==> src/hdl/pcpm_pkg.sv <==
`default_nettype none

package pcpm_pkg;

  localparam int NumChannels = 8;

  localparam logic [1:0]  ClipRunMax = 2'd3;
  localparam logic [30:0] LevelOne   = 31'h4000_0000;

  typedef enum logic [1:0] {
    WidthW8  = 2'd0,
    WidthW16 = 2'd1,
    WidthW24 = 2'd2,
    WidthW32 = 2'd3
  } width_e;

  localparam width_e WidthReset = WidthW16;

  // Front end output: one conditioned sample
  typedef struct packed {
    logic [2:0]  channel;
    logic [31:0] level;
    logic [30:0] level_abs;
    logic        clipped;
    logic        first;
  } sample_t;

  // One finished result
  typedef struct packed {
    logic [2:0]  channel;
    logic [31:0] level;
    logic [30:0] peak;
    logic        over;
    logic        clipped;
  } result_t;

  function automatic logic [31:0] full_scale(width_e mode);
    logic [31:0] fs;
    unique case (mode)
      WidthW8:  fs = 32'h0000_007f;
      WidthW16: fs = 32'h0000_7fff;
      WidthW24: fs = 32'h007f_ffff;
      WidthW32: fs = 32'h7fff_ffff;
      default:  fs = 32'h0000_7fff;
    endcase
    return fs;
  endfunction

endpackage

`default_nettype wire

==> src/hdl/pcm_capture_clip_and_peak_meter.sv <==
// An item is registered in stage one, then in the output register.
// Throughput: one item per cycle unless the output stalls; each channel's
// memory read-modify-write forwards the write of the item ahead of it.
// Reset: sample width returns to 16 bit, every channel reads as zero peak
// and zero clip run through per-entry valid flags, with no clearing pass.
`default_nettype none

module pcm_capture_clip_and_peak_meter import pcpm_pkg::*; #(
  parameter int Channels = NumChannels
) (
  input  logic               clk_i,
  input  logic               rst_ni,
  input  logic               cfg_we_i,
  input  logic [1:0]         cfg_wdata_i,
  input  logic               in_valid_i,
  output logic               in_ready_o,
  input  logic [31:0]        raw_word_i,
  input  logic [2:0]         channel_i,
  input  logic               first_of_block_i,
  output logic               out_valid_o,
  input  logic               out_ready_i,
  output logic [2:0]         channel_out_o,
  output logic signed [31:0] level_sample_o,
  output logic [30:0]        peak_level_o,
  output logic               over_flag_o,
  output logic               clipped_o
);

  width_e  mode_q;
  sample_t sample;
  result_t result;
  result_t out_q;
  logic    out_valid_q;
  logic    s1_valid;
  logic    adv;
  logic    in_fire;

  always_ff @(posedge clk_i or negedge rst_ni) begin
    if (!rst_ni) begin
      mode_q <= WidthReset;
    end else if (cfg_we_i) begin
      mode_q <= width_e'(cfg_wdata_i);
    end
  end

  assign adv        = !out_valid_q || out_ready_i;
  assign in_ready_o = !s1_valid || adv;
  assign in_fire    = in_valid_i && in_ready_o;

  pcpm_front u_front (
    .mode_i           (mode_q),
    .raw_word_i       (raw_word_i),
    .channel_i        (channel_i),
    .first_of_block_i (first_of_block_i),
    .sample_o         (sample)
  );

  pcpm_chan_mem #(
    .Channels (Channels)
  ) u_chan_mem (
    .clk_i      (clk_i),
    .rst_ni     (rst_ni),
    .in_fire_i  (in_fire),
    .sample_i   (sample),
    .adv_i      (adv),
    .s1_valid_o (s1_valid),
    .result_o   (result)
  );

  always_ff @(posedge clk_i or negedge rst_ni) begin
    if (!rst_ni) begin
      out_valid_q <= 1'b0;
    end else if (adv) begin
      out_valid_q <= s1_valid;
    end
  end

  always_ff @(posedge clk_i) begin
    if (adv && s1_valid) begin
      out_q <= result;
    end
  end

  assign out_valid_o    = out_valid_q;
  assign channel_out_o  = out_q.channel;
  assign level_sample_o = $signed(out_q.level);
  assign peak_level_o   = out_q.peak;
  assign over_flag_o    = out_q.over;
  assign clipped_o      = out_q.clipped;

endmodule

`default_nettype wire

==> src/hdl/pcpm_front.sv <==
`default_nettype none

module pcpm_front import pcpm_pkg::*; (
  input  width_e      mode_i,
  input  logic [31:0] raw_word_i,
  input  logic [2:0]  channel_i,
  input  logic        first_of_block_i,
  output sample_t     sample_o
);

  logic [31:0] sx;
  logic [31:0] mag;
  logic [31:0] fs;
  logic        clip;
  logic [30:0] magc;
  logic [29:0] frac;
  logic [30:0] level_abs;

  always_comb begin
    unique case (mode_i)
      WidthW8:  sx = {{24{raw_word_i[7]}}, raw_word_i[7:0]};
      WidthW16: sx = {{16{raw_word_i[15]}}, raw_word_i[15:0]};
      WidthW24: sx = {{8{raw_word_i[23]}}, raw_word_i[23:0]};
      WidthW32: sx = raw_word_i;
      default:  sx = {{16{raw_word_i[15]}}, raw_word_i[15:0]};
    endcase
  end

  assign fs   = full_scale(mode_i);
  assign mag  = sx[31] ? (32'd0 - sx) : sx;
  assign clip = (mag >= fs);
  assign magc = clip ? fs[30:0] : mag[30:0];

  // m / (2^n - 1) is the n-bit digit m repeated, so the Q2.30 quotient
  // is the top 30 bits of that repeating pattern
  always_comb begin
    unique case (mode_i)
      WidthW8:  frac = {magc[6:0], magc[6:0], magc[6:0], magc[6:0], magc[6:5]};
      WidthW16: frac = {magc[14:0], magc[14:0]};
      WidthW24: frac = {magc[22:0], magc[22:16]};
      WidthW32: frac = magc[30:1];
      default:  frac = {magc[14:0], magc[14:0]};
    endcase
  end

  assign level_abs = clip ? LevelOne : {1'b0, frac};

  assign sample_o.channel   = channel_i;
  assign sample_o.level     = sx[31] ? (32'd0 - {1'b0, level_abs}) : {1'b0, level_abs};
  assign sample_o.level_abs = level_abs;
  assign sample_o.clipped   = clip;
  assign sample_o.first     = first_of_block_i;

endmodule

`default_nettype wire

==> src/hdl/pcpm_chan_mem.sv <==
`default_nettype none

module pcpm_chan_mem import pcpm_pkg::*; #(
  parameter int Channels = NumChannels
) (
  input  logic    clk_i,
  input  logic    rst_ni,
  input  logic    in_fire_i,
  input  sample_t sample_i,
  input  logic    adv_i,
  output logic    s1_valid_o,
  output result_t result_o
);

  localparam int AW = (Channels > 1) ? $clog2(Channels) : 1;
  localparam int DW = 33;

  logic [DW-1:0]       mem_q [Channels];
  logic [Channels-1:0] valid_q;

  logic [AW+2:0] ch_ext;
  logic [AW-1:0] rd_addr;
  logic          rd_in_range;

  logic          s1_valid_q;
  sample_t       s1_q;
  logic [AW-1:0] s1_addr_q;
  logic          s1_in_range_q;
  logic [DW-1:0] rd_data_q;
  logic          rd_valid_q;
  logic          fwd_hit_q;
  logic [DW-1:0] fwd_data_q;

  logic [DW-1:0] cur;
  logic [1:0]    cur_run;
  logic [30:0]   cur_peak;
  logic [1:0]    run_d;
  logic [30:0]   peak_d;
  logic          wb_en;
  logic [DW-1:0] wb_data;

  assign ch_ext      = {{AW{1'b0}}, sample_i.channel};
  assign rd_addr     = ch_ext[AW-1:0];
  assign rd_in_range = ch_ext < (AW+3)'(Channels);

  // Merge: a first-of-block item starts from zero, else forward the write
  // that landed on the accept edge, else the stored entry if valid
  always_comb begin
    if (s1_q.first) begin
      cur = '0;
    end else if (fwd_hit_q) begin
      cur = fwd_data_q;
    end else if (rd_valid_q) begin
      cur = rd_data_q;
    end else begin
      cur = '0;
    end
  end

  assign cur_run  = cur[32:31];
  assign cur_peak = cur[30:0];

  always_comb begin
    if (cur_run < ClipRunMax) begin
      run_d = s1_q.clipped ? (cur_run + 2'd1) : 2'd0;
    end else begin
      run_d = cur_run;
    end
  end

  assign peak_d  = (s1_q.level_abs > cur_peak) ? s1_q.level_abs : cur_peak;
  assign wb_en   = s1_valid_q && adv_i && s1_in_range_q;
  assign wb_data = {run_d, peak_d};

  always_ff @(posedge clk_i) begin
    if (wb_en) begin
      mem_q[s1_addr_q] <= wb_data;
    end
  end

  always_ff @(posedge clk_i) begin
    if (in_fire_i) begin
      s1_q          <= sample_i;
      s1_addr_q     <= rd_addr;
      s1_in_range_q <= rd_in_range;
      fwd_hit_q     <= wb_en && (s1_addr_q == rd_addr);
      fwd_data_q    <= wb_data;
      if (rd_in_range) begin
        rd_data_q  <= mem_q[rd_addr];
        rd_valid_q <= valid_q[rd_addr];
      end else begin
        rd_valid_q <= 1'b0;
      end
    end
  end

  always_ff @(posedge clk_i or negedge rst_ni) begin
    if (!rst_ni) begin
      s1_valid_q <= 1'b0;
      valid_q    <= '0;
    end else begin
      if (in_fire_i) begin
        s1_valid_q <= 1'b1;
      end else if (adv_i) begin
        s1_valid_q <= 1'b0;
      end
      // a block start wipes everything, including an older write this edge
      if (in_fire_i && sample_i.first) begin
        valid_q <= '0;
      end else if (wb_en) begin
        valid_q[s1_addr_q] <= 1'b1;
      end
    end
  end

  assign s1_valid_o       = s1_valid_q;
  assign result_o.channel = s1_q.channel;
  assign result_o.level   = s1_q.level;
  assign result_o.peak    = s1_in_range_q ? peak_d : s1_q.level_abs;
  assign result_o.over    = s1_in_range_q && (run_d == ClipRunMax);
  assign result_o.clipped = s1_q.clipped;

endmodule

`default_nettype wire

==> config.mk <==
export PLATFORM = sky130hd
export DESIGN_NAME = pcm_capture_clip_and_peak_meter
export DESIGN_NICKNAME = d
export VERILOG_FILES = /design/src/hdl/pcpm_pkg.sv /design/src/hdl/pcm_capture_clip_and_peak_meter.sv /design/src/hdl/pcpm_front.sv /design/src/hdl/pcpm_chan_mem.sv
export SDC_FILE = /design/constraint.sdc
export NUM_CORES = 1
export LEC_CHECK = 0
export ABC_AREA = 1
export BUFFER_PORTS_ARGS = -buffer_cell sky130_fd_sc_hd__buf_2
export CAP_MARGIN = 20
export CELL_PAD_IN_SITES_DETAIL_PLACEMENT = 1
export CELL_PAD_IN_SITES_GLOBAL_PLACEMENT = 2
export CORE_MARGIN = 3
export CORE_UTILIZATION = 37
export CTS_CLUSTER_SIZE = 24
export DETAILED_ROUTE_END_ITERATION = 12
export PLACE_DENSITY_LB_ADDON = 0.1
export SLEW_MARGIN = 25
export SYNTH_ARGS = -nofsm -noshare
export SYNTH_HDL_FRONTEND = slang
export SYNTH_SLANG_ARGS = --single-unit
==> constraint.sdc <==
create_clock -name clk_i -period 3.9 [get_ports clk_i]
set_input_delay 0.78 -clock clk_i [delete_from_list [all_inputs] [get_ports clk_i]]
set_output_delay 0.78 -clock clk_i [all_outputs]
set_load 0.05 [all_outputs]
==> results of run 1 <==
==> final cells by class <==
cell class / instances / share of cell area, %
sequential: 478 / 48.0
inverter: 177 / 2.31
clock buffer: 64 / 4.45
multi-input combinational: 1412 / 28.9
timing repair buffer: 468 / 12.4
clock inverter: 29 / 0.651
tap: 773 / 3.25
==> cells by family (layout without fill, tap and decap cells) <==
family | count (synthesis) | count (layout) | share of synthesized area (%)
AND/OR/NAND/NOR | 932 | 933 | 17.6
flip-flops | 478 | 478 | 63.6
AO/OA/AOI/OAI | 381 | 395 | 9.80
buffers and inverters | 272 | 738 | 4.83
adder cells (fa/ha/maj) | 58 | 58 | 3.23
XOR/XNOR | 25 | 25 | 0.973
multiplexers | 1 | 1 | 0.0501
==> metrics by stage <==
| stage | hold WS (ns) | cell area, µm² | instances |
|---|---|---|---|
| after global routing | 0.110 | 29800 | 3401 |
| after CTS | 0.0838 | 28700 | 3363 |
| after detailed placement | 0.405 | 26200 | 3225 |
| after global placement | 0.408 | 26200 | 3225 |
| final | 0.113 | 29800 | 3401 |
| after floorplan | 0.400 | 22700 | 2147 |
==> repair_timing <==
item                       4_1_cts  5_1_grt
resized for setup              161      152
cloned                           6       16
setup endpoints to repair      332      350
pin swaps                       22       49
setup buffers                   39       24
hold buffers                     0        0
==> flip-flops by register name, indices dropped and copies added (netlist names), 2 cells and up <==
register,count
u_chan_mem.s1_addr_q,3
u_chan_mem.mem_q,264
u_chan_mem.result_o,33
channel_out_o,3
u_chan_mem.s1_q,30
u_chan_mem.rd_data_q,33
peak_level_o,31
level_sample_o,32
mode_q,2
u_chan_mem.valid_q,8
u_chan_mem.fwd_data_q,33
==> metal layers <==
metal,wire length [µm],vias up,global-route usage (%)
li1,-,8399,-
met1,33500,9036,29.6
met2,36300,312,38.7
met3,2410,95,2.43
met4,1610,0,4.93
met5,0,-,0
==> worst max-delay path: cells and delay by family, from the launching register on <==
family                     cells  cell delay, ns
and+or+nand+nor               15            1.62
buffers and inverters          8            0.73
AOI/OAI and AO/OA              5            0.93
adders and majority gates      1            0.17
DFF                            1            0.63
==> report_power, final <==
group | total [W] | internal, W | switching, W | leakage [nW]
combinational | 0.00680 | 0.00246 | 0.00434 | 6.70
clock | 0.00448 | 0.00248 | 0.00200 | 0.742
sequential | 0.00731 | 0.00703 | 0.000278 | 4.52
total | 0.0186 | 0.0120 | 0.00662 | 12.0
==> cells in the mapped netlist (all sizes together) <==
cell / number
a211oi: 3
a21o: 1
a21oi: 74
a22o: 30
a22oi: 1
a31oi: 38
buf: 28
clkbuf: 67
clkinv: 1
dfrtp: 11
dfstp: 1
edfxtp: 466
ha: 58
inv: 176
mux2: 1
nand2: 363
nand3: 123
nand3b: 7
nand4: 29
nor2: 400
nor2b: 1
nor3: 5
nor3b: 1
nor4: 3
o211ai: 6
o21a: 7
o21ai: 183
o21bai: 2
o221a: 1
o22ai: 35
xnor2: 2
xor2: 23
==> worst min path at each step <==
stage / startpoint / end / slack (ns) / cells after the start
4_1_cts: rst_ni / u_chan_mem.valid_q[5]$_DFFE_PN0P_ / 0.08 / 1
3_3_place_gp: u_chan_mem.result_o[39]$_DFFE_PP_ / level_sample_o[6]$_DFFE_PP_ / 0.41 / 0
6_report: rst_ni / u_chan_mem.valid_q[4]$_DFFE_PN0P_ / 0.11 / 1
5_1_grt: rst_ni / u_chan_mem.valid_q[5]$_DFFE_PN0P_ / 0.11 / 1
3_5_place_dp: u_chan_mem.result_o[34]$_DFFE_PP_ / level_sample_o[1]$_DFFE_PP_ / 0.41 / 0
2_1_floorplan: u_chan_mem.result_o[43]$_DFFE_PP_ / level_sample_o[10]$_DFFE_PP_ / 0.40 / 0
==> flow_metrics.tcl, run 1 <==
set metrics [dict create \
    timing.rr.start "mode_q[0]$_DFFE_PN1P_" \
    critPathRequiredTime_ns 4.26 \
    crit_slowest_cell "dfstp_2" \
    fin_nets 2689 \
    final_common_cell "edfxtp_1" \
    row_count 89 \
    numPortBuffers 112 \
    cts_root_buf "clkbuf_16" \
    rsz0062_at_grt "yes" \
    h-tree-depth 2 \
    drc 0 \
    clk_pin_slew_ns 0.06 \
    cp-startpoint "mode_q[0]$_DFFE_PN1P_" \
    netlist.area_leader.share_pct 62.2 \
    gr-total-overflow 0 \
    r2r_end "u_chan_mem.result_o[63]$_DFFE_PP_" \
    synth_area_leader_cell "edfxtp_1" \
    synth_area_leaders "edfxtp_1, nor2_1, nand2_1" \
    clk_latency_ns 0.59 \
    antenna_found_initial 0 \
    worstSetupStartpointType "register" \
    hold_class "in -> async" \
    power_w 0.0186 \
    yosysSeqAreaShare_pct 63.6 \
    crit_path_end_kind "register" \
    core_area_um2 59600 \
    die_y_um 253 \
    wl_per_cell_um 21.7 \
    die_x_um 253 \
    clock_sinks 478 \
    p_per_area_nw_per_um2 624 \
    ys_ff_latch 478 \
    final_antenna_net_count 0 \
    drive_gt1_share_pct 31.9 \
    maxCapViolations 0 \
    setup_viol 32 \
    grt_pass1_wl_um 108000 \
    vias 17800 \
    grt_pass1_vias 18400 \
    worst_pin_slew_ns 0.864 \
    start_util_pct 37.8 \
    nFillCells 6354 \
    ys_types 47 \
    violations "setup timing" \
    critical_path_arrival_ns 4.67 \
    drt-pass1-iter-count 5 \
    area_delta_synth_final_pct 32.4 \
    syn-num-nets 2248 \
    hpwl_um 47100 \
    multiInputGateArea_um2 8610 \
    numCtsBuffers 51 \
    final.setup.worst_slack_ns -0.415 \
    rrSetupSlack_ns -0.41 \
    ys_warn_count 0 \
    slew_viol_final 0 \
    ctsLongestPathBuffers 3 \
    grt_max_degree 139 \
    ios 113 \
    outcome "finished, violations left" \
    skew_ns 0.0189 \
    p_leak_nw 12.0 \
    grtUsageTotal_pct 22.1 \
    slowest_delay_ns 0.63 \
    tns_ns -10.08 \
    maxSlewHeadroom_pct 42.3 \
    fin_crit_ns 4.31 \
    crit_type "reg -> reg" \
    drtIter0Drc 1077 \
    synthesis.area_um2 22500 \
    final_cell_mix "edfxtp_1, nor2_1, buf_4" \
    final_util_pct 50.0 \
    worstRegToRegCells 29 \
    regArea_um2 14300 \
    gp_congestion 0.849 \
    crit_end "u_chan_mem.result_o[63]$_DFFE_PP_" \
    cp_max_fo 7 \
    antenna_cells 0 \
    synth.avg_cell_area_um2 10.5 \
    syn_inst 2147 \
    min_period_over_period_pct 111 \
    max_clock_freq_ghz 0.232 \
    die_area_um2 63800 \
    cts_tree "built" \
    ir_drop_mv 0.501 \
    vias_per_cell 5.25 \
    wl_um 73800 \
    place_ws_ns -0.866 \
    hold_viol 0 \
]
Power figures use the tool's default switching activity.
==> run 2: changes to the inputs <==
CELL_PAD_IN_SITES_DETAIL_PLACEMENT = not set   (was 1)
CELL_PAD_IN_SITES_GLOBAL_PLACEMENT = not set   (was 2)
CORE_UTILIZATION = 50   (was 37)
PLACE_DENSITY = 0.7   (was not set)
PLACE_DENSITY_LB_ADDON = not set   (was 0.1)
==> run 2 against run 1 <==
  * The run still ends with setup timing left
  * Sequential share of layout area is 0.56 points higher
  * First-iteration DRC count is 39% higher
  * Clock power is 2% higher
  * Wire length is 16% lower
  * Die area is 25% lower
  * Largest cell class unchanged
  * Highest routed layer unchanged
==> flow_metrics.tcl, run 2 (synthesis results as in run 1) <==
set metrics [dict create \
    area_delta_synth_final_pct 30.9 \
    maxCapViolations 0 \
    drive_gt1_share_pct 31.7 \
    rsz0062_at_grt "yes" \
    crit_path_end_kind "register" \
    clk_latency_ns 0.59 \
    gr-total-overflow 0 \
    final.setup.worst_slack_ns -0.359 \
    start_util_pct 50.8 \
    cp-startpoint "mode_q[0]$_DFFE_PN1P_" \
    p_per_area_nw_per_um2 626 \
    p_leak_nw 11.8 \
    largest_register "u_chan_mem.mem_q" \
    final_common_cell "edfxtp_1" \
    core_area_um2 44300 \
    skew_ns 0.0341 \
    grt_max_degree 139 \
    drt-pass1-iter-count 7 \
    hold_viol 0 \
    cts_root_buf "clkbuf_16" \
    ios 113 \
    cp.depth 30 \
    ctsLongestPathBuffers 3 \
    place_ws_ns -0.624 \
    hpwl_um 39900 \
    final_antenna_net_count 0 \
    slowest_delay_ns 0.64 \
    worstRegToRegCells 30 \
    worstSetupStartpointType "register" \
    grtUsageTotal_pct 25.2 \
    outcome "finished, violations left" \
    ir_drop_mv 0.398 \
    p_sw_w 0.00631 \
    p_seq_share_pct 39.6 \
    cp_max_fo 8 \
    crit_family "simple AND/OR/NAND/NOR gates" \
    clk_pin_slew_ns 0.06 \
    crit_slowest_cell "dfstp_2" \
    numCtsBuffers 49 \
    fin_crit_ns 4.26 \
    die_y_um 218 \
    hold_class "in -> async" \
    largest_register_ffs 264 \
    slew_viol_final 0 \
    numPortBuffers 112 \
    wl_per_cell_um 19.6 \
    antenna_cells 0 \
    min_period_over_period_pct 109 \
    p_sw_share_pct 34.2 \
    placed_area_um2 25800 \
    drc 0 \
    postCtsHoldBufs 0 \
    p_int_w 0.0121 \
    crit_type "reg -> reg" \
    critPathRequiredTime_ns 4.23 \
    clock_sinks 478 \
    fin_nets 2635 \
    h-tree-depth 2 \
    cts_tree "built" \
    row_count 77 \
    stdcell_area_um2 29400 \
    final_cell_mix "edfxtp_1, nor2_1, nand2_1" \
    path_common_cell "nand2_2" \
    vias 17600 \
    antenna_found_initial 1 \
    wl_um 62000 \
    max_clock_freq_ghz 0.235 \
    critical_path_arrival_ns 4.59 \
    maxSlewHeadroom_pct 37.6 \
    grt_pass1_wl_um 93600 \
    p_comb_share_pct 35.8 \
    die_area_um2 47600 \
    die_x_um 218 \
    violations "setup timing" \
    drtIter0Drc 1492 \
    setup_viol 29 \
    vias_per_cell 5.55 \
    worst_pin_slew_ns 0.936 \
    gp_congestion 0.921 \
    critPathBufInv 10 \
    grt_pass1_vias 16800 \
    timing.rr.start "mode_q[0]$_DFFE_PN1P_" \
    clock_power_share_pct 24.7 \
]
[run 2: cell count changes in the layout (fill, tap and decap cells not counted), sizes merged]
cell / before / now
a21oi: 88 / 74
buf: 466 / 426
bufinv: 1 / 2
clkbuf: 66 / 71
clkinv: 24 / 17
nand2: 364 / 365
[run 2: layout make-up]
class                   count  area, µm²
clock inverters            23        175
inverters                 177        683
multi-input cells        1399       8740
well taps                 592        741
clock buffers              68       1390
flip-flops and latches    478      14300
repair buffers            429       3410
fillers                  3323      14900
[run 2: path summary, 6_finish.rpt]
kind	to	slack [ns]
setup / recovery	u_chan_mem.result_o[41]$_DFFE_PP_	-0.36
hold / removal	u_chan_mem.valid_q[3]$_DFFE_PN0P_	0.08
setup reg to reg	u_chan_mem.result_o[41]$_DFFE_PP_	-0.36
hold reg to reg	level_sample_o[18]$_DFFE_PP_	0.42
max in group asynchronous	mode_q[0]$_DFFE_PN1P_	3.53
min in group clk_i	mode_q[0]$_DFFE_PN1P_	0.41
[run 2: routing by layer]
layer	part of all wire, %	track usage [%]	vias up
met3	5.3	3.23	108
met1	42	34.7	8585
met2	50	42.3	593
met5	0	0	-
li1	-	-	8270
met4	2.6	7.24	0
[run 2: repair_timing]
item / in CTS / in global routing
pin swaps: 18 / 80
hold endpoints to repair: 0 / 0
setup endpoints to repair: 60 / 333
buffers inserted: 27 / 24
resized for setup: 92 / 271
gates cloned: 4 / 4
[run 2: power by group through the flow]
| stage | sequential (W) | combinational, W | clock (W) |
|---|---|---|---|
| 2_1_floorplan | 0.00792 | 0.00250 | 0 |
| 3_3_place_gp | 0.00737 | 0.00513 | 0 |
| 3_5_place_dp | 0.00739 | 0.00522 | 0 |
| 4_1_cts | 0.00730 | 0.00562 | 0.00461 |
| 5_1_grt | 0.00734 | 0.00710 | 0.00483 |
| 6_report | 0.00729 | 0.00660 | 0.00455 |
[run 2: worst reg2reg max path: cells and delay by family, from the launching register on]
family / cells / cell delay [ns]
and+or+nand+nor: 14 / 1.16
buffers and inverters: 10 / 1.12
AOI/OAI and AO/OA: 4 / 0.78
DFF: 1 / 0.64
adders and majority gates: 1 / 0.22
xor gates and xnor gates: 1 / 0.13
[run 2: stage by stage]
stage | setup TNS (ns) | std cells | hold WS (ns) | total power (W) | util (%)
2_1_floorplan | 0 | 2147 | 0.400 | 0.0104 | -
3_3_place_gp | -15.19 | 3021 | 0.408 | 0.0125 | 58.2
3_5_place_dp | -17.68 | 3021 | 0.406 | 0.0126 | 58.2
4_1_cts | -3.67 | 3143 | 0.0636 | 0.0175 | 63.3
5_1_grt | -12.18 | 3166 | 0.0830 | 0.0193 | 66.4
6_report | -7.40 | 3166 | 0.0840 | 0.0184 | 66.4
==> run 3: changes to the inputs <==
PLACE_DENSITY = 0.74   (was 0.7)
==> run 3 against run 2 <==
  * The flow still finishes with violations (setup timing)
  * Wire length decreased by 0.74%
  * Power fell by 0.97%
  * Die area is the same
  * Maximum frequency is 1.8% higher
  * Worst hold slack worse by 0.0085 ns
  * Register-to-register slack better by 0.07 ns
  * First-iteration DRC count up 2.0%
  * Sequential power about the same
  * Critical path type unchanged
  * Largest cell class unchanged
==> flow_metrics.tcl, run 3 (synthesis results as in run 1) <==
set metrics [dict create \
    die_x_um 218 \
    vias 17700 \
    grt_pass1_wl_um 92900 \
    drc 0 \
    worstRegToRegCells 28 \
    clk_pin_slew_ns 0.07 \
    nFillCells 3246 \
    power_w 0.0183 \
    maxCapViolations 0 \
    max_clock_freq_ghz 0.239 \
    timing.rr.start "mode_q[0]$_DFFE_PN1P_" \
    violations "setup timing" \
    largest_register "u_chan_mem.mem_q" \
    hold_viol 0 \
    final_cell_mix "edfxtp_1, nor2_1, nand2_1, buf_4, o21ai_0" \
    gp_congestion 0.934 \
    hold_class "in -> async" \
    critPathRequiredTime_ns 4.23 \
    worstSetupStartpointType "register" \
    maxSlewHeadroom_pct 28.4 \
    gr-total-overflow 0 \
    p_leak_nw 11.8 \
    wl_per_cell_um 19.4 \
    die_y_um 218 \
    drtIter0Drc 1522 \
    postCtsHoldBufs 0 \
    final_common_cell "edfxtp_1" \
    slowest_delay_ns 0.58 \
    h-tree-depth 2 \
    path_common_cell "buf_4" \
    min_period_over_period_pct 107 \
    cp_max_fo 12 \
    start_util_pct 50.8 \
    clock_sinks 478 \
    drt-pass1-iter-count 6 \
    core_area_um2 44300 \
    final_antenna_net_count 0 \
    grt_pass1_vias 17100 \
    drive_gt1_share_pct 31.7 \
    setup_viol 30 \
    grt_max_degree 135 \
    final.setup.worst_slack_ns -0.285 \
    rsz0062_at_grt "yes" \
    hpwl_um 39400 \
    row_count 77 \
    worst_pin_slew_ns 1.06 \
    antenna_cells 0 \
    cts_root_buf "clkbuf_16" \
    critical_path_arrival_ns 4.51 \
    tns_ns -6.42 \
    r2r_end "u_chan_mem.result_o[43]$_DFFE_PP_" \
    ir_drop_mv 0.395 \
    ctsLongestPathBuffers 3 \
    fin_nets 2644 \
    clk_latency_ns 0.57 \
    largest_register_ffs 264 \
    numCtsBuffers 47 \
    skew_ns 0.0125 \
    slew_viol_final 0 \
    cts_tree "built" \
    crit_path_end_kind "register" \
    crit_slowest_cell "dfstp_2" \
    vias_per_cell 5.59 \
    crit_type "reg -> reg" \
    grtUsageTotal_pct 24.9 \
    p_per_area_nw_per_um2 624 \
    outcome "finished, violations left" \
    wl_um 61500 \
    fin_crit_ns 4.19 \
    die_area_um2 47600 \
    ios 113 \
    rrSetupSlack_ns -0.29 \
    area_delta_synth_final_pct 30.1 \
    place_ws_ns -0.591 \
    numPortBuffers 112 \
    antenna_found_initial 0 \
]
-- run 3: cell count changes in the layout (fill, tap and decap cells not counted), sizes merged --
cell | previous run | this run
clkbuf | 71 | 65
a21oi | 74 | 78
inv | 176 | 175
clkinv | 17 | 19
buf | 426 | 435
bufinv | 2 | 3
clkinvlp | 5 | 2
-- run 3: what timing repair did --
| action | CTS | global route |
|---|---|---|
| resized for setup | 181 | 156 |
| endpoints found under the hold margin | 0 | 0 |
| cloned | 7 | 4 |
| setup buffers | 38 | 30 |
| pin swaps | 74 | 85 |
| endpoints found under the setup margin | 160 | 361 |
-- run 3: layout make-up --
class | count | area [µm²] | share of cell area (%)
inverter | 177 | 678 | 2.32
multi-input combinational | 1403 | 8670 | 29.6
timing repair buffer | 436 | 3350 | 11.4
clock buffer | 64 | 1320 | 4.52
sequential | 478 | 14300 | 48.9
tap | 592 | 741 | 2.53
clock inverter | 22 | 195 | 0.667
-- run 3: layer usage --
layer / global-route usage [%] / wire, µm / up-vias
met1: 32.8 / 24900 / 8587
met5: 0 / 0 / -
met4: 9.09 / 2130 / 0
li1: - / - / 8282
met3: 3.11 / 3770 / 140
met2: 42.7 / 30700 / 723
-- run 3: critical path, delay by kind of cell (launching register included) --
family                   cells  cell delay [ns]
XOR/XNOR                     1             0.16
flip-flops                   1             0.58
buffers and inverters        9             1.16
AO/OA/AOI/OAI                4             0.72
adder cells (fa/ha/maj)      1             0.23
AND/OR/NAND/NOR             13             1.09
-- run 3: worst max path at each step --
stage | slack (ns) | endpoint | depth (start not counted) | startpoint
global route | -0.47 | u_chan_mem.result_o[62]$_DFFE_PP_ | 29 | mode_q[1]$_DFFE_PN0P_
global placement | -0.48 | u_chan_mem.result_o[64]$_SDFFCE_PP0P_ | 23 | raw_word_i[15]
CTS | -0.18 | u_chan_mem.result_o[43]$_DFFE_PP_ | 30 | mode_q[0]$_DFFE_PN1P_
finish | -0.29 | u_chan_mem.result_o[43]$_DFFE_PP_ | 28 | mode_q[0]$_DFFE_PN1P_
detailed placement | -0.59 | u_chan_mem.result_o[49]$_DFFE_PP_ | 28 | raw_word_i[0]
floorplan | 0.002 | u_chan_mem.result_o[49]$_DFFE_PP_ | 27 | raw_word_i[0]
-- run 3: where the power goes --
group | total (W) | switching (W) | internal (W)
sequential | 0.00731 | 0.000272 | 0.00703
combinational | 0.00648 | 0.00410 | 0.00238
clock | 0.00447 | 0.00189 | 0.00258
-- run 3: per-stage QoR --
step                util (%)  cells  instance area, µm²  hold WS [ns]
floorplan                  -   2147               22700         0.400
global placement        58.0   3013               25700         0.408
detailed placement      58.0   3013               25700         0.407
CTS                     64.1   3143               28400        0.0482
global route            66.0   3172               29300        0.0803
finish                  66.0   3172               29300        0.0755
